## config.mk

```make
export PLATFORM = sky130hd
export DESIGN_NAME = tts_ctrl
export DESIGN_NICKNAME = d
export VERILOG_FILES = /design/src/sv/tts_pkg.sv /design/src/sv/tts_ctrl.sv
export SDC_FILE = /design/constraint.sdc
export NUM_CORES = 1
export LEC_CHECK = 0
export ABC_CLOCK_PERIOD_IN_PS = 5600
export BUFFER_PORTS_ARGS = -buffer_cell sky130_fd_sc_hd__buf_2
export CORE_MARGIN = 2
export CORE_UTILIZATION = 32
export DETAILED_ROUTE_END_ITERATION = 10
export PLACE_DENSITY = 0.59
export SETUP_SLACK_MARGIN = 0.3
export SYNTH_ARGS = -nofsm -noshare
export SYNTH_HDL_FRONTEND = slang
export SYNTH_SLANG_ARGS = --single-unit
```

## constraint.sdc

```tcl
create_clock -name clk -period 5.6 [get_ports clk]
set_clock_uncertainty 0.2 [all_clocks]
set_input_delay 0.28 -clock clk [delete_from_list [all_inputs] [get_ports clk]]
set_output_delay 0.28 -clock clk [all_outputs]
set_load 0.01 [all_outputs]
```

## src/sv/tts_pkg.sv

```systemverilog
// ----------------------------------------------------------------------------
// tts_pkg
// shared types and constants of the character terminal screen buffer
// ----------------------------------------------------------------------------
`default_nettype none

package tts_pkg;

	localparam int ROW_COUNT_DEF = 24;
	localparam int COL_COUNT_DEF = 40;

	localparam int ACT_W  = 2;
	localparam int BYTE_W = 8;
	localparam int ROW_W  = 5;
	localparam int COL_W  = 6;
	localparam int CHAR_W = 7;

	// stream payload layout
	localparam int IN_FIELDS_W  = ACT_W + BYTE_W + ROW_W + COL_W;
	localparam int IN_W         = ((IN_FIELDS_W + 7) / 8) * 8;
	localparam int OUT_FIELDS_W = CHAR_W + ROW_W + COL_W + 1;
	localparam int OUT_W        = ((OUT_FIELDS_W + 7) / 8) * 8;

	localparam int IN_BYTE_LSB  = ACT_W;
	localparam int IN_ROW_LSB   = IN_BYTE_LSB + BYTE_W;
	localparam int IN_COL_LSB   = IN_ROW_LSB + ROW_W;
	localparam int OUT_ROW_LSB  = CHAR_W;
	localparam int OUT_COL_LSB  = OUT_ROW_LSB + ROW_W;
	localparam int OUT_SCR_BIT  = OUT_COL_LSB + COL_W;

	// byte codes
	localparam logic [BYTE_W-1:0] BYTE_BACK  = 8'h5F;
	localparam logic [BYTE_W-1:0] BYTE_CR    = 8'h0D;
	localparam logic [BYTE_W-1:0] BYTE_FIRST = 8'h20;
	localparam logic [BYTE_W-1:0] BYTE_LAST  = 8'h7E;

	localparam logic [CHAR_W-1:0] CHAR_SPACE = 7'h20;
	localparam logic [CHAR_W-1:0] CHAR_MARK  = 7'h5F;

	// blink phase runs 0, 1, 2
	localparam logic [1:0] PHASE_LAST = 2'd2;

	typedef enum logic [ACT_W-1:0] {
		ACT_PUT  = 2'd0,
		ACT_TICK = 2'd1,
		ACT_READ = 2'd2
	} action_t;

	typedef enum logic [2:0] {
		ST_CLEAR,
		ST_IDLE,
		ST_EXEC,
		ST_SCROLL,
		ST_MARK,
		ST_RDATA,
		ST_DONE
	} state_t;

	typedef struct packed {
		logic              scrolled;
		logic [COL_W-1:0]  cursor_col;
		logic [ROW_W-1:0]  cursor_row;
		logic [CHAR_W-1:0] cell_char;
	} res_t;

endpackage

`default_nettype wire

```

## src/sv/tts_ctrl.sv

```systemverilog
// ----------------------------------------------------------------------------
// tts_ctrl
// sequencer: cursor, scroll base, blink phase and screen ram accesses
// ----------------------------------------------------------------------------
`default_nettype none

module tts_ctrl #(
	parameter int ROW_COUNT = tts_pkg::ROW_COUNT_DEF,
	parameter int COL_COUNT = tts_pkg::COL_COUNT_DEF,
	localparam int CELLS  = ROW_COUNT * COL_COUNT,
	localparam int ADDR_W = $clog2(CELLS)
) (
	input  wire logic                      clk,
	input  wire logic                      arst_n,
	input  wire logic                      s_tvalid,
	output logic                           s_tready,
	input  wire logic [tts_pkg::IN_W-1:0]  s_tdata,
	output logic                           res_load,
	output tts_pkg::res_t                  res,
	input  wire logic                      out_free,
	output logic                           mem_wr_en,
	output logic      [ADDR_W-1:0]         mem_wr_addr,
	output logic      [tts_pkg::CHAR_W-1:0] mem_wr_data,
	output logic                           mem_rd_en,
	output logic      [ADDR_W-1:0]         mem_rd_addr,
	input  wire logic [tts_pkg::CHAR_W-1:0] mem_rd_data
);

	localparam int RIDX_W = $clog2(ROW_COUNT);
	localparam int CIDX_W = $clog2(COL_COUNT);

	tts_pkg::state_t state_q, state_d;

	// item fields
	logic [tts_pkg::ACT_W-1:0]  act_q;
	logic [tts_pkg::BYTE_W-1:0] byte_q;
	logic [tts_pkg::ROW_W-1:0]  rrow_q;
	logic [tts_pkg::COL_W-1:0]  rcol_q;

	logic [RIDX_W-1:0] cur_row_q;
	logic [CIDX_W-1:0] cur_col_q;
	logic [RIDX_W-1:0] base_q;
	logic [1:0]        phase_q;
	logic [ADDR_W-1:0] clr_addr_q;
	logic [CIDX_W-1:0] clr_cnt_q;

	logic [tts_pkg::CHAR_W-1:0] char_q;
	logic                       scr_q;
	logic                       inrange_q;

	// logical row to physical row through the scroll base
	logic [RIDX_W:0]   cur_sum, rd_sum;
	logic [RIDX_W-1:0] cur_phys, rd_phys;
	logic [ADDR_W-1:0] cur_addr, rd_addr;
	logic              rd_in_range;

	assign cur_sum  = {1'b0, cur_row_q} + {1'b0, base_q};
	assign cur_phys = (cur_sum >= (RIDX_W+1)'(ROW_COUNT))
		? RIDX_W'(cur_sum - (RIDX_W+1)'(ROW_COUNT)) : RIDX_W'(cur_sum);
	assign cur_addr = ADDR_W'(cur_phys * COL_COUNT) + ADDR_W'(cur_col_q);

	assign rd_in_range = (32'(rrow_q) < ROW_COUNT) && (32'(rcol_q) < COL_COUNT);
	assign rd_sum  = {1'b0, RIDX_W'(rrow_q)} + {1'b0, base_q};
	assign rd_phys = (rd_sum >= (RIDX_W+1)'(ROW_COUNT))
		? RIDX_W'(rd_sum - (RIDX_W+1)'(ROW_COUNT)) : RIDX_W'(rd_sum);
	assign rd_addr = ADDR_W'(rd_phys * COL_COUNT) + ADDR_W'(rcol_q);

	// put byte: cell write and next cursor
	logic [RIDX_W:0]            nr;
	logic [CIDX_W-1:0]          nc;
	logic                       put_we;
	logic [tts_pkg::CHAR_W-1:0] put_ch;
	logic                       put_scroll;

	always_comb begin
		nr     = {1'b0, cur_row_q};
		nc     = cur_col_q;
		put_we = 1'b0;
		put_ch = tts_pkg::CHAR_SPACE;
		priority if (byte_q == tts_pkg::BYTE_BACK) begin
			put_we = 1'b1;
			if (cur_col_q == '0) begin
				// top-left corner stays put
				if (cur_row_q != '0) begin
					nr = nr - 1'b1;
					nc = CIDX_W'(COL_COUNT - 1);
				end
			end else begin
				nc = cur_col_q - 1'b1;
			end
		end else if (byte_q == tts_pkg::BYTE_CR) begin
			put_we = 1'b1;
			nc     = '0;
			nr     = nr + 1'b1;
		end else if (byte_q >= tts_pkg::BYTE_FIRST && byte_q <= tts_pkg::BYTE_LAST) begin
			put_we = 1'b1;
			put_ch = byte_q[tts_pkg::CHAR_W-1:0];
			if ({1'b0, cur_col_q} == (CIDX_W+1)'(COL_COUNT - 1)) begin
				nc = '0;
				nr = nr + 1'b1;
			end else begin
				nc = cur_col_q + 1'b1;
			end
		end else begin
			// other bytes write no character and leave the cursor alone
			put_we = 1'b0;
		end
	end

	assign put_scroll = (nr >= (RIDX_W+1)'(ROW_COUNT));

	logic [1:0]                 ph_next;
	logic [tts_pkg::CHAR_W-1:0] tick_ch;

	assign ph_next = (phase_q == tts_pkg::PHASE_LAST) ? 2'd0 : phase_q + 2'd1;
	assign tick_ch = (ph_next == tts_pkg::PHASE_LAST) ? tts_pkg::CHAR_SPACE : tts_pkg::CHAR_MARK;

	// next state
	always_comb begin
		state_d = state_q;
		unique case (state_q)
			tts_pkg::ST_CLEAR: begin
				if (clr_addr_q == ADDR_W'(CELLS - 1)) state_d = tts_pkg::ST_IDLE;
			end
			tts_pkg::ST_IDLE: begin
				if (s_tvalid) state_d = tts_pkg::ST_EXEC;
			end
			tts_pkg::ST_EXEC: begin
				if (act_q == tts_pkg::ACT_PUT) begin
					state_d = put_scroll ? tts_pkg::ST_SCROLL : tts_pkg::ST_MARK;
				end else if (act_q == tts_pkg::ACT_TICK) begin
					state_d = tts_pkg::ST_DONE;
				end else begin
					state_d = tts_pkg::ST_RDATA;
				end
			end
			tts_pkg::ST_SCROLL: begin
				if (clr_cnt_q == CIDX_W'(COL_COUNT - 1)) state_d = tts_pkg::ST_MARK;
			end
			tts_pkg::ST_MARK:  state_d = tts_pkg::ST_DONE;
			tts_pkg::ST_RDATA: state_d = tts_pkg::ST_DONE;
			tts_pkg::ST_DONE: begin
				if (out_free) state_d = tts_pkg::ST_IDLE;
			end
			default: state_d = tts_pkg::ST_CLEAR;
		endcase
	end

	// ram accesses and handshakes
	always_comb begin
		s_tready    = 1'b0;
		res_load    = 1'b0;
		mem_wr_en   = 1'b0;
		mem_wr_addr = cur_addr;
		mem_wr_data = tts_pkg::CHAR_SPACE;
		mem_rd_en   = 1'b0;
		mem_rd_addr = cur_addr;
		unique case (state_q)
			tts_pkg::ST_CLEAR, tts_pkg::ST_SCROLL: begin
				mem_wr_en   = 1'b1;
				mem_wr_addr = clr_addr_q;
			end
			tts_pkg::ST_IDLE: s_tready = 1'b1;
			tts_pkg::ST_EXEC: begin
				unique case (act_q)
					tts_pkg::ACT_PUT: begin
						mem_wr_en   = put_we;
						mem_wr_data = put_ch;
					end
					tts_pkg::ACT_TICK: begin
						mem_wr_en   = 1'b1;
						mem_wr_data = tick_ch;
					end
					tts_pkg::ACT_READ: begin
						mem_rd_en   = rd_in_range;
						mem_rd_addr = rd_addr;
					end
					default: mem_rd_en = 1'b1;
				endcase
			end
			tts_pkg::ST_MARK: begin
				mem_wr_en   = 1'b1;
				mem_wr_data = tts_pkg::CHAR_MARK;
			end
			tts_pkg::ST_RDATA: ;
			tts_pkg::ST_DONE: res_load = out_free;
			default: ;
		endcase
	end

	// control state
	always_ff @(posedge clk or negedge arst_n) begin
		if (!arst_n) begin
			state_q    <= tts_pkg::ST_CLEAR;
			cur_row_q  <= '0;
			cur_col_q  <= '0;
			base_q     <= '0;
			phase_q    <= '0;
			clr_addr_q <= '0;
			clr_cnt_q  <= '0;
		end else begin
			state_q <= state_d;
			unique case (state_q)
				tts_pkg::ST_CLEAR, tts_pkg::ST_SCROLL: begin
					clr_addr_q <= clr_addr_q + 1'b1;
					clr_cnt_q  <= clr_cnt_q + 1'b1;
				end
				tts_pkg::ST_EXEC: begin
					if (act_q == tts_pkg::ACT_PUT) begin
						cur_col_q <= nc;
						if (put_scroll) begin
							// old top row becomes the new bottom row
							cur_row_q  <= RIDX_W'(ROW_COUNT - 1);
							base_q     <= (base_q == RIDX_W'(ROW_COUNT - 1))
								? '0 : base_q + 1'b1;
							clr_addr_q <= ADDR_W'(base_q * COL_COUNT);
							clr_cnt_q  <= '0;
						end else begin
							cur_row_q <= RIDX_W'(nr);
						end
					end else if (act_q == tts_pkg::ACT_TICK) begin
						phase_q <= ph_next;
					end
				end
				default: ;
			endcase
		end
	end

	// item and result payload
	always_ff @(posedge clk) begin
		unique case (state_q)
			tts_pkg::ST_IDLE: begin
				if (s_tvalid) begin
					act_q  <= s_tdata[tts_pkg::ACT_W-1:0];
					byte_q <= s_tdata[tts_pkg::IN_BYTE_LSB +: tts_pkg::BYTE_W];
					rrow_q <= s_tdata[tts_pkg::IN_ROW_LSB +: tts_pkg::ROW_W];
					rcol_q <= s_tdata[tts_pkg::IN_COL_LSB +: tts_pkg::COL_W];
				end
			end
			tts_pkg::ST_EXEC: begin
				scr_q     <= (act_q == tts_pkg::ACT_PUT) && put_scroll;
				inrange_q <= (act_q == tts_pkg::ACT_READ) ? rd_in_range : 1'b1;
				char_q    <= tick_ch;
			end
			tts_pkg::ST_MARK:  char_q <= tts_pkg::CHAR_MARK;
			tts_pkg::ST_RDATA: char_q <= inrange_q ? mem_rd_data : tts_pkg::CHAR_SPACE;
			default: ;
		endcase
	end

	assign res.cell_char  = char_q;
	assign res.cursor_row = tts_pkg::ROW_W'(cur_row_q);
	assign res.cursor_col = tts_pkg::COL_W'(cur_col_q);
	assign res.scrolled   = scr_q;

endmodule

`default_nettype wire

```

# --- Yosys cells after proc, flatten, opt, wreduce, memory -nomap -nowiden ---
# Cells that the tools add are included.
op_classes:
  n_addsub: 14
  multipliers: 3
  n_div: 0
  order_cmp: 7
  n_eq_ne: 23
  shifts: 0
  n_mux: 51
  n_bitwise: 1
  reduce_logical: 21
ops:
  columns: ["op", "n"]
  rows:
  - ["two-way mux 6 bit", 14]
  - ["two-way mux 10 bit", 5]
  - ["two-way mux 7 bit", 5]
  - ["case mux 7 bit (2 select lines)", 2]
  - ["multiplier 5 x 3 -> 7 bit (second input constant)", 3]
  - ["case mux 7 bit (3 select lines)", 1]
  - ["adder 10 x 6 -> 10 bit", 2]
  - ["two-way mux 5 bit", 4]
  - ["case mux 10 bit (2 select lines)", 1]
  - ["greater-or-equal comparator 6 x 5 -> 1 bit (second input constant)", 3]
  - ["two-way mux 3 bit", 6]
  - ["case mux 3 bit (6 select lines)", 1]
  - ["adder 5 x 5 -> 6 bit", 2]
  - ["adder 6 x 1 -> 6 bit (second input constant)", 2]
  - ["equality test 6 bit (second input constant)", 2]
  - ["inequality test 2 bit (second input constant)", 6]
  - ["case mux 6 bit (2 select lines)", 1]
  - ["adder 10 x 1 -> 10 bit (second input constant)", 1]
  - ["equality test 10 bit (second input constant)", 1]
  - ["subtractor 5 bit (second input constant)", 2]
  - ["equality test 3 bit (second input constant)", 3]
  - ["AND reduction 3 bit", 3]
  - ["equality test 8 x 4 -> 1 bit (second input constant)", 1]
  - ["equality test 8 x 7 -> 1 bit (second input constant)", 1]
  - ["30 further kinds", 48]
word_totals:
  regBits: 67
  latchBits: 0
  ram_bits: 0
  romBits: 0
  in_bits: 35
  out_inout_bits: 50
  word_cells: 134
  n_memories: 0

# --- Depth between registers and ports, before layout ---
# Gate-level depths: netlist (run 1).
logic_depth:
  word_depth: 9
  depth_mapped: 17

# --- Worst setup path before layout (run 1) ---
# OpenSTA, ideal clock, no wires.
synth_timing:
  path_type: "register -> output"
  startpoint: "reg base_q[0]"
  endpoint: "out mem_rd_addr[9]"
  arrival_time_ns: 3.929
  required_ns: 5.120
  slack_ns: 1.191
  path_stages_with_launch: 18
  n_path_buf: 0
  cell_sequence: "dfrtp_1 > ha_1 > fa_1 > a21o_1 > a21oi_1 > xnor2_1 > a2111o_1 > o221ai_1 > ha_1 > ha_1 > fa_1 > inv_1 > nor2_1 > o21ai_0 > a222oi_1 > xnor2_1 > nor2_1 > a21oi_1"
synth_between:
  elab_chain_cells: 7
  elab_cells_between_ends: 14
  classes_between: "add/sub (6); mul (2); order compare (2); mux (4)"
synth_lines:
  columns: ["item", "line_no", "rtl"]
  rows:
  - ["start, declared", "tts_ctrl.sv:42", "logic [RIDX_W-1:0] base_q;"]
  - ["start signal, assigned", "tts_ctrl.sv:214", "base_q <= (base_q == RIDX_W'(ROW_COUNT - 1))"]
  - ["adder 5 x 5 -> 6 bit, on equally long branches", "tts_ctrl.sv:57, tts_ctrl.sv:63", null]
  - ["subtractor 5 bit, or another cell as far along", "tts_ctrl.sv:59", "? RIDX_W'(cur_sum - (RIDX_W+1)'(ROW_COUNT)) : RIDX_W'(cur_sum);"]
  - ["two-way mux 5 bit, on equally long branches", "tts_ctrl.sv:59, tts_ctrl.sv:65", null]
  - ["multiplier 5 x 3 -> 7 bit, on equally long branches", "tts_ctrl.sv:60, tts_ctrl.sv:66", null]
  - ["adder 10 x 6 -> 10 bit, on equally long branches", "tts_ctrl.sv:60, tts_ctrl.sv:66", null]
  - ["two-way mux 10 bit", "tts_ctrl.sv:165", "unique case (act_q)"]
  - ["two-way mux 10 bit *", "tts_ctrl.sv:158", "unique case (state_q)"]
  - ["end, declared", "tts_ctrl.sv:25", "output logic [ADDR_W-1:0] mem_rd_addr,"]
# Every way passes the cells marked *; elsewhere a longest branch is shown, timed or not.

# --- Worst setup path after layout (run 1) ---
# Ends and elaborated chain as after synthesis.

==> results by group, run 1 <==
Setup path
  – Worst R2R Setup Slack: 2.11 ns
  – Element type at the critical path start: flop
  – Crit path kind: flop to primary output
  – Crit. End Element: primary output
  – CP required: 5.12 ns
  – CP arrival: 4.61 ns
  – Crit-path max FO: 7

Yosys
  – Async SR Flop Fraction: 55.2%
  – YS warnings: 0
  – Syn Area/Cell: 9.12 um^2
  – Netlist cell types: 75
  – Sequential-to-total area share from yosys stat: 35.8%
  – Predominant post-synthesis flop cell: dfrtp_1
  – EDFF count, synth: 30
  – Syn Inst Count: 560
  – #FFs+latches synth: 67
  – Net Count, Synth: 644
  – Mapped cell area: 5110 um^2

Routing
  – Post-Route WL: 14.1 mm
  – # DRC: 0
  – ANT nets after route: 0
  – 1st-iter DRT viols: 407
  – Pre-antenna DRT Iters: 5
  – Via count of the routed design: 4657
  – Vias per cell: 5.26
  – Wire per inst: 15.9 um

Timing
  – Relative slew margins: 27.4%
  – Fmax: 196 MHz
  – Fin. Hold Viols: 0
  – Endpoints failing setup: 0
  – Final Slew Violations: 0
  – Fin crit share: 90.9%
  – Unrepaired setup endpoints after global routing: true
  – Slew @ Worst Pin: 1.09 ns
  – Tmin final: 5.09 ns
  – Final TNS setup: 0 ns

Global route
  – Initial antenna violation count: 0
  – Vias in the first global route: 4492
  – Pin count of the biggest net entering global routing: 38
  – First-pass GRT wire length: 22.8 mm
  – Global-route usage over all layers: 17.3%
  – Grt total ovfl: 0

Place
  – Number of port buffers: 81
  – Dpl hpwl: 10.2 mm
  – Final Wtd Congestion: 0.860

Clock network
  – CTS tree: built
  – Clk root buf: clkbuf_16
  – H-tree level count: 3
  – CTS Sinks: 67
  – Clk pin slew, worst setup/hold paths: 0.06 ns
  – Clk Latency, worst-skew pair: 0.36 ns
  – Num CTS Buffers: 9
  – Bufs on Longest Clock Path: 2

Power
  – Peak VDD IR: 0.000161 V
  – Pleak: 0.00297 uW
  – P per Cell Area: 379 nW/um^2

Floorplanning
  – # rows: 46
  – Starting Density: 32.5%
  – Chip width: 130 um
  – CORE AREA: 15700 um^2
  – Die Ht: 130 um
  – Die area: 17000 um^2
  – Ports: 85

Cells and area
  – Diode count: 0
  – Area grow syn2layout: 24.1%
  – Layout cells sized above 1: 18.8%
  – Fill cells: 1543
  – Most frequent cells in the layout: buf_2, nand2_1, nor2_1, o21ai_0
  – Most common library cell in the layout ignoring fill and taps: buf_2
  – Area of the multi-input gates: 3120 um^2
  – Final Util: 40.3%
  – Final nets: 748
  – FF+latch area: 1830 um^2

Flow run
  – Max-cap viol count: 0

Outcome
  – Status: finished, final reports clean

Hold path
  – Min-delay worst type: input port to flop
## critical path: stages, from the launching register on
cell	delay (ns)
dfrtp_2	0.45
ha_1	0.22
fa_1	0.41
a21o_1	0.21
a21oi_2	0.14
xnor2_1	0.11
a2111o_1	0.31
o221ai_1	0.10
ha_1	0.28
ha_1	0.23
fa_2	0.58
inv_1	0.06
nor2_2	0.14
o21ai_0	0.10
a222oi_1	0.40
xnor2_1	0.16
nor2_1	0.06
a21oi_1	0.15
buf_2	0.15
## final cells by class
| class | instances | area share, % |
|---|---|---|
| Clock buffer | 9 | 3.55 |
| Clock inverter | 7 | 1.64 |
| Sequential cell | 67 | 28.9 |
| Multi-Input combinational cell | 452 | 49.2 |
| Inverter | 22 | 1.30 |
| Timing Repair Buffer | 112 | 11.2 |
| Tap cell | 216 | 4.26 |
## report_power, final
part	switching [uW]	internal, uW	leakage, uW
registers	127	662	0.000756
logic	592	373	0.00205
clock network	255	397	0.000161
total	973	1430	0.00297
## flip-flops by register name, summed over array words and instances, names as in the netlist
| signal | count |
|---|---|
| act_q | 2 |
| base_q | 5 |
| byte_q | 8 |
| char_q | 7 |
| clr_addr_q | 10 |
| clr_cnt_q | 6 |
| cur_col_q | 6 |
| cur_row_q | 5 |
| inrange_q | 1 |
| phase_q | 2 |
| rcol_q | 6 |
| rrow_q | 5 |
| scr_q | 1 |
| state_q | 3 |
## cells by family (layout without fill, tap and decap cells)
family | after synthesis | count (layout) | share of synthesized area, %
xor gates and xnor gates | 23 | 23 | 3.94
buffers and inverters | 41 | 150 | 3.45
and+or+nand+nor | 197 | 197 | 18.9
DFF | 67 | 67 | 35.8
AOI/OAI and AO/OA | 170 | 170 | 22.2
muxes | 13 | 13 | 2.72
adders and majority gates | 49 | 49 | 13.0
## path summary, 6_finish.rpt
check / start / end / depth (start not counted)
worst max-delay path: base_q[0] / mem_rd_addr[9] / 18
worst min-delay path: mem_rd_data[5] / char_q[5] / 3
worst max register to register: cur_col_q[0] / clr_addr_q[2] / 9
worst min register to register: phase_q[1] / phase_q[1] / 2
max in group asynchronous: arst_n / base_q[0] / 2
min in group asynchronous: arst_n / clr_addr_q[8] / 2
## layer usage
layer / GRT usage [%] / wire, um / share of wire, %
met1: 22.1 / 6360 / 45
met2: 28.4 / 6730 / 48
met3: 4.47 / 727 / 5.2
met4: 6.57 / 291 / 2.1
met5: 0 / 0 / 0
## synthesized netlist by cell type (3+ instances only)
| cell | count | area share [%] |
|---|---|---|
| buf_2 | 3 | 0.29 |
| mux2i_1 | 6 | 1.2 |
| nand2b_1 | 7 | 0.86 |
| a21oi_1 | 43 | 4.2 |
| nor2b_1 | 7 | 0.86 |
| nand3_1 | 17 | 1.7 |
| nand4_1 | 3 | 0.37 |
| o22a_1 | 3 | 0.51 |
| a211oi_1 | 3 | 0.44 |
| ha_1 | 42 | 10 |
| edfxtp_1 | 30 | 18 |
| o21ai_0 | 48 | 4.7 |
| a31oi_1 | 6 | 0.74 |
| a21o_1 | 19 | 2.8 |
| o211ai_1 | 4 | 0.59 |
| xnor2_1 | 12 | 2.1 |
| and3_1 | 14 | 1.7 |
| dfrtp_1 | 37 | 18 |
| mux2_2 | 7 | 1.5 |
| o21ai_1 | 3 | 0.29 |
| or4b_1 | 3 | 0.59 |
| o31ai_1 | 4 | 0.59 |
| clkbuf_1 | 12 | 0.88 |
| or3_1 | 6 | 0.74 |
| nor3_1 | 11 | 1.1 |
| nor2_1 | 52 | 3.8 |
| a22oi_1 | 3 | 0.44 |
| xor2_1 | 11 | 1.9 |
| fa_1 | 7 | 2.7 |
| inv_1 | 21 | 1.5 |
| nand2_1 | 61 | 4.5 |
## through the flow
stage | std cells | instance area [um^2] | setup WS [ns] | total power (uW) | hold slack (ns)
after floorplan | 560 | 5110 | 1.19 | 1430 | -0.216
after global placement | 839 | 5700 | 0.925 | 1710 | 0.254
after detailed placement | 839 | 5700 | 0.835 | 1740 | 0.258
after CTS | 883 | 6310 | 0.445 | 2420 | 0.141
after global routing | 885 | 6340 | 0.264 | 2580 | 0.172
final | 885 | 6340 | 0.507 | 2410 | 0.156
## repair_timing
item	in CTS	in global routing
endpoints found under the setup margin	0	1
resized for setup	0	6
hold buffers	28	0
setup buffers	0	2
hold endpoints to repair	64	0
Power figures use the tool's default switching activity.
==> run 2: changes to the inputs <==
--- a/config.mk
+++ b/config.mk
@@ -5,12 +5,13 @@
 export SDC_FILE = /design/constraint.sdc
 export NUM_CORES = 1
 export LEC_CHECK = 0
+export ABC_AREA = 1
 export ABC_CLOCK_PERIOD_IN_PS = 5600
 export BUFFER_PORTS_ARGS = -buffer_cell sky130_fd_sc_hd__buf_2
 export CORE_MARGIN = 2
-export CORE_UTILIZATION = 32
+export CORE_UTILIZATION = 30
 export DETAILED_ROUTE_END_ITERATION = 10
-export PLACE_DENSITY = 0.59
+export PLACE_DENSITY = 0.57
 export SETUP_SLACK_MARGIN = 0.3
 export SYNTH_ARGS = -nofsm -noshare
 export SYNTH_HDL_FRONTEND = slang
==> run 2 against run 1 <==
Compared with the run above:
- register-to-register slack better by 0.64 ns
- critical path depth unchanged
- setup slack better by 0.17 ns
- routed wire length down 2.9%
- clock power down 10%
- sequential share of layout area down 0.39 points
- worst hold slack worse by 0.13 ns
- critical path type unchanged
==> results by group, run 2 <==
Yosys
  – Synth area leaders: dfrtp_1, edfxtp_1, nand2_1, ha_1, inv_1
  – Mapped cell area: 5270 um^2
  – Synth Area in Compound Gates: 11.9%
  – Async SR Flop Fraction: 55.2%
  – Sequential-to-total area share from yosys stat: 34.7%
  – Syn Area/Cell: 7.98 um^2
  – Netlist cell types: 44
  – Post-Synth Simple-Gate Area: 27.1%
  – Largest family of logic cells by synthesized area: simple AND/OR/NAND/NOR gates
  – Largest area contributor in the netlist: dfrtp_1
  – YS warnings: 0
  – EDFF count, synth: 30
  – Syn Inst Count: 660
  – Count leader, synth: nand2_1
  – Multiplexer share of the synthesized area: 0.998%
  – Synth top cells by count: nand2_1, inv_1, nor2_1
  – Predominant post-synthesis flop cell: dfrtp_1
  – Synth Area in XOR/XNOR: 5.66%
  – Net Count, Synth: 744
  – #FFs+latches synth: 67
  – Adder-Cell Fraction of Synth Area: 12.6%
  – Top cell type's share of synthesized area: 17.6%

Routing
  – ANT nets after route: 0
  – Via count of the routed design: 4665
  – Pre-antenna DRT Iters: 7
  – Vias per cell: 4.69
  – 1st-iter DRT viols: 310
  – Post-Route WL: 13.7 mm
  – Wire per inst: 13.8 um
  – # DRC: 0

Place
  – Dpl hpwl: 10.5 mm
  – Placed cell count: 957
  – Placed Area: 5900 um^2
  – Number of port buffers: 81
  – Final Wtd Congestion: 0.820

Power
  – Reg power frac: 29.1%
  – Switching share of power: 45.3%
  – Pleak: 0.00311 uW
  – Comb pwr share: 49.3%
  – Internal power: 1480 uW
  – P per Cell Area: 422 nW/um^2
  – Psw: 1230 uW
  – Peak VDD IR: 0.000176 V
  – Clk pwr share: 21.6%

Cells and area
  – Most frequent cells in the layout: nand2_1, buf_2, inv_1, nor2_1, o21ai_0
  – Max reg flops: 10
  – Most common library cell in the layout ignoring fill and taps: nand2_1
  – Final nets: 849
  – Fill cells: 1783
  – Diode count: 0
  – Final Cell Area: 6420 um^2
  – Area grow syn2layout: 21.9%
  – Non-filler instance count after layout: 995
  – Regs by FF count: clr_addr_q (10), byte_q (8), char_q (7)
  – Layout cells sized above 1: 19.9%
  – Top reg by flops: clr_addr_q

Timing
  – Fin crit share: 87.9%
  – Final Slew Violations: 0
  – Slew @ Worst Pin: 0.967 ns
  – Relative slew margins: 35.3%
  – WHS: 0.0297 ns
  – Fmax: 203 MHz
  – Tmin final: 4.92 ns
  – Endpoints failing setup: 0
  – Unrepaired setup endpoints after global routing: false
  – Fin. Hold Viols: 0
  – Final TNS setup: 0 ns

Setup path
  – Crit-path cells: ha_1 > fa_1 > a21oi_1 > nor2_1 > nor2_1 > xor2_1 > nor2_1 > mux2_2 > ha_1 > ha_1 > fa_1 > xor2_1 > nand3_1 > xor2_1 > xnor2_1 > nand2_1 > o21ai_0 > buf_2
  – Crit-path max FO: 8
  – CP arrival: 4.44 ns
  – Crit path kind: flop to primary output
  – Crit. End Element: primary output
  – CP required: 5.12 ns
  – Reg2Reg Launch Point: state_q[2]
  – Slowest library cell on the worst path: dfrtp_1
  – Element type at the critical path start: flop
  – CP startpoint: base_q[0]
  – CP max stage delay: 0.52 ns

Global route
  – Global-route usage over all layers: 15.5%
  – Vias in the first global route: 4312
  – First-pass GRT wire length: 22.0 mm
  – Initial antenna violation count: 0
  – Grt total ovfl: 0
  – Pin count of the biggest net entering global routing: 38

Floorplanning
  – Ports: 85
  – CORE AREA: 17200 um^2
  – Chip width: 136 um
  – Die area: 18600 um^2
  – # rows: 48
  – Die Ht: 136 um
  – Starting Density: 30.5%

Clock network
  – Clk pin slew, worst setup/hold paths: 0.06 ns
  – H-tree level count: 3
  – Clk root buf: clkbuf_16
  – Clk Latency, worst-skew pair: 0.35 ns
  – Bufs on Longest Clock Path: 2
  – Num CTS Buffers: 9
  – CTS tree: built
  – CTS Sinks: 67

Hold path
  – Min-Delay Startpoint: out_free
  – Min-delay worst type: input port to flop

Flow run
  – Max-cap viol count: 0

Outcome
  – Status: finished, final reports clean
-- run 2: path summary, 6_finish.rpt --
kind	endpoint	slack, ns	cells after the start
min in group asynchronous	cur_col_q[1]	0.38	2
setup reg to reg	cur_col_q[5]	2.75	9
setup / recovery	mem_rd_addr[9]	0.68	18
hold reg to reg	clr_addr_q[5]	0.28	2
hold / removal	state_q[2]	0.03	4
max in group asynchronous	clr_addr_q[2]	4.22	2
-- run 2: cells by family (layout without fill, tap and decap cells) --
| family | after synthesis | after routing |
|---|---|---|
| and+or+nand+nor | 306 | 306 |
| AOI/OAI and AO/OA | 108 | 108 |
| buffers and inverters | 91 | 201 |
| DFF | 67 | 67 |
| adders and majority gates | 49 | 49 |
| xor gates and xnor gates | 34 | 34 |
| muxes | 5 | 5 |
-- run 2: final cells by class --
cell class	count	area, um^2	share of cell area (%)
clock buffers	9	225	3.51
clock inverters	7	75.1	1.17
inverters	81	304	4.74
multi-input cells	502	3070	47.9
flip-flops and latches	67	1830	28.5
well taps	225	282	4.39
repair buffers	104	633	9.86
-- run 2: layer usage --
metal	vias to the layer above	wire length [um]	global-route usage (%)
li1	2412	-	-
met1	2160	6540	20.4
met2	82	6470	25.3
met3	11	553	4.10
met4	0	133	3.82
met5	-	0	0
-- run 2: critical path: cells and delay by family (launching register included) --
kind	cells	cell delay (ns)
flip-flops	1	0.52
XOR/XNOR	4	0.87
buffers and inverters	1	0.18
AND/OR/NAND/NOR	5	0.44
AO/OA/AOI/OAI	2	0.26
multiplexers	1	0.28
adder cells (fa/ha/maj)	5	1.55
-- run 2: what timing repair did --
item | CTS | global route
resized for setup | 0 | 0
buffers inserted | 0 | 0
hold endpoints to repair | 58 | 0
hold buffers | 22 | 0
-- run 2: power groups by stage --
stage	combinational (uW)	sequential, uW	clock, uW
2_1_floorplan	950	788	0
3_3_place_gp	1320	796	0
3_5_place_dp	1330	797	0
4_1_cts	1350	788	604
5_1_grt	1510	812	632
6_report	1340	788	584
-- run 2: stage by stage --
step / utilization, % / setup WS (ns) / total power [uW]
global route: 37.2 / 0.421 / 2950
finish: 37.2 / 0.678 / 2710
CTS: 37.2 / 0.612 / 2740
detailed placement: 34.2 / 1.01 / 2130
global placement: 34.2 / 1.04 / 2120
floorplan: - / 1.54 / 1740
==> run 3: changes to the inputs <==
--- a/config.mk
+++ b/config.mk
@@ -8,8 +8,8 @@
 export ABC_AREA = 1
 export ABC_CLOCK_PERIOD_IN_PS = 5600
 export BUFFER_PORTS_ARGS = -buffer_cell sky130_fd_sc_hd__buf_2
-export CORE_MARGIN = 2
 export CORE_UTILIZATION = 30
+export CTS_BUF_LIST = sky130_fd_sc_hd__clkbuf_16
 export DETAILED_ROUTE_END_ITERATION = 10
 export PLACE_DENSITY = 0.57
 export SETUP_SLACK_MARGIN = 0.3
==> run 3 against run 2 <==
Compared with the run above:
- die area shrank 2.9%
- non-clock buffer count increased by 1
- combinational power hardly changed
- flip-flop and latch count stayed put
- register-to-register slack improved by 0.04 ns
- first-iteration DRC count down 15%
- critical path depth is the same
- global-route usage up 0.14 points
- largest cell class unchanged
==> results by group, run 3 (synthesized netlist as in run 2, its figures left out) <==
Timing
  – Fmax: 206 MHz
  – Relative slew margins: 39.1%
  – Final TNS setup: 0 ns
  – WHS: 0.0394 ns
  – Slew @ Worst Pin: 0.914 ns
  – Fin. Hold Viols: 0
  – Endpoints failing setup: 0
  – Tmin final: 4.84 ns
  – Unrepaired setup endpoints after global routing: false
  – Fin crit share: 86.5%
  – Final Slew Violations: 0

Routing
  – 1st-iter DRT viols: 263
  – Post-Route WL: 13.4 mm
  – # DRC: 0
  – Wire per inst: 13.5 um
  – Via count of the routed design: 4592
  – Pre-antenna DRT Iters: 4
  – Vias per cell: 4.61
  – ANT nets after route: 0

Power
  – Pleak: 0.00313 uW
  – P per Cell Area: 418 nW/um^2
  – Peak VDD IR: 0.000218 V

Global route
  – First-pass GRT wire length: 21.8 mm
  – Pin count of the biggest net entering global routing: 38
  – Vias in the first global route: 4262
  – Grt total ovfl: 0
  – Global-route usage over all layers: 15.7%
  – Initial antenna violation count: 0

Setup path
  – Reg2Reg Launch Point: state_q[2]
  – Worst R2R Setup Slack: 2.79 ns
  – Crit-path max FO: 8
  – CP startpoint: base_q[0]
  – Crit. End Element: primary output
  – Last element of the critical path: mem_rd_addr[9]
  – FF-to-FF End: cur_col_q[1]
  – CP arrival: 4.36 ns
  – Crit path kind: flop to primary output
  – FF-to-FF path depth: 9
  – CP required: 5.12 ns
  – Element type at the critical path start: flop

Cells and area
  – Layout cells sized above 1: 19.5%
  – Max reg flops: 10
  – Fill cells: 1800
  – Most common library cell in the layout ignoring fill and taps: nand2_1
  – Regs by FF count: clr_addr_q (10), byte_q (8), char_q (7)
  – Most frequent cells in the layout: nand2_1, buf_2, inv_1, nor2_1, o21ai_0
  – Area grow syn2layout: 21.7%
  – Top reg by flops: clr_addr_q
  – Final nets: 850
  – Diode count: 0

Clock network
  – Post-CTS resize count: 0
  – Num CTS Buffers: 9
  – CTS Sinks: 67
  – Clk pin slew, worst setup/hold paths: 0.06 ns
  – Post-CTS Setup Bufs: 0
  – Bufs on Longest Clock Path: 2
  – CTS tree: built
  – H-tree level count: 3
  – Clk root buf: clkbuf_16
  – Clk Latency, worst-skew pair: 0.34 ns

Floorplanning
  – Die area: 18100 um^2
  – Starting Density: 30.5%
  – Ports: 85
  – CORE AREA: 17200 um^2
  – Die Ht: 134 um
  – # rows: 48
  – Chip width: 134 um

Place
  – Final Wtd Congestion: 0.820
  – Dpl hpwl: 10.2 mm
  – Number of port buffers: 81

Outcome
  – Status: finished, final reports clean

Flow run
  – Max-cap viol count: 0

Hold path
  – Min-delay worst type: input port to flop
  – Hold Path Stages: 4
-- run 3: routing by layer --
layer  wire length [um]  global-route usage [%]  up-vias
li1                   -                       -     2407
met3                663                    4.13       12
met4                162                    3.93        0
met5                  0                       0        -
met2               6060                    25.3       87
met1               6550                    20.8     2086
-- run 3: stage by stage --
step / area (um^2) / setup WS, ns / cells / util [%] / power [uW]
after floorplan: 5270 / 1.54 / 660 / - / 1740
after global placement: 5910 / 1.13 / 958 / 34.3 / 2120
after detailed placement: 5910 / 1.10 / 958 / 34.3 / 2130
after CTS: 6410 / 0.715 / 996 / 37.2 / 2710
after global routing: 6410 / 0.425 / 996 / 37.2 / 2920
final: 6410 / 0.756 / 996 / 37.2 / 2680
-- run 3: area by class of cell --
cell class	instances	area, um^2	area share (%)
clock buffers	9	225	3.52
flip-flops and latches	67	1830	28.5
inverters	81	304	4.75
repair buffers	105	641	10.0
clock inverters	7	55.1	0.859
well taps	225	282	4.39
multi-input cells	502	3070	48.0
-- run 3: how the worst min path moves through the flow --
stage,to,from
3_3_place_gp,act_q[0],s_tdata[0]
2_1_floorplan,base_q[0],arst_n
4_1_cts,char_q[2],mem_rd_data[2]
5_1_grt,char_q[3],mem_rd_data[3]
6_report,state_q[2],out_free
3_5_place_dp,byte_q[5],s_tdata[7]
-- run 3: worst max-delay path: stages, from the launching register on --
cell     delay [ns]
dfrtp_1        0.51
ha_1           0.27
fa_1           0.41
a21oi_1        0.14
nor2_1         0.05
nor2_1         0.11
xor2_1         0.19
nor2_1         0.07
mux2_2         0.28
ha_1           0.27
ha_1           0.23
fa_1           0.38
xor2_1         0.21
nand3_1        0.12
xor2_1         0.17
xnor2_1        0.23
nand2_1        0.07
o21ai_0        0.12
buf_2          0.18
-- run 3: power breakdown --
part	switching [uW]	internal [uW]	total, uW
registers	127	663	790
clock network	214	336	550
logic	859	478	1340
-- run 3: what timing repair did --
action | in CTS | in global routing
endpoints found under the hold margin | 58 | 0
endpoints found under the setup margin | 0 | 0
hold buffers | 22 | 0
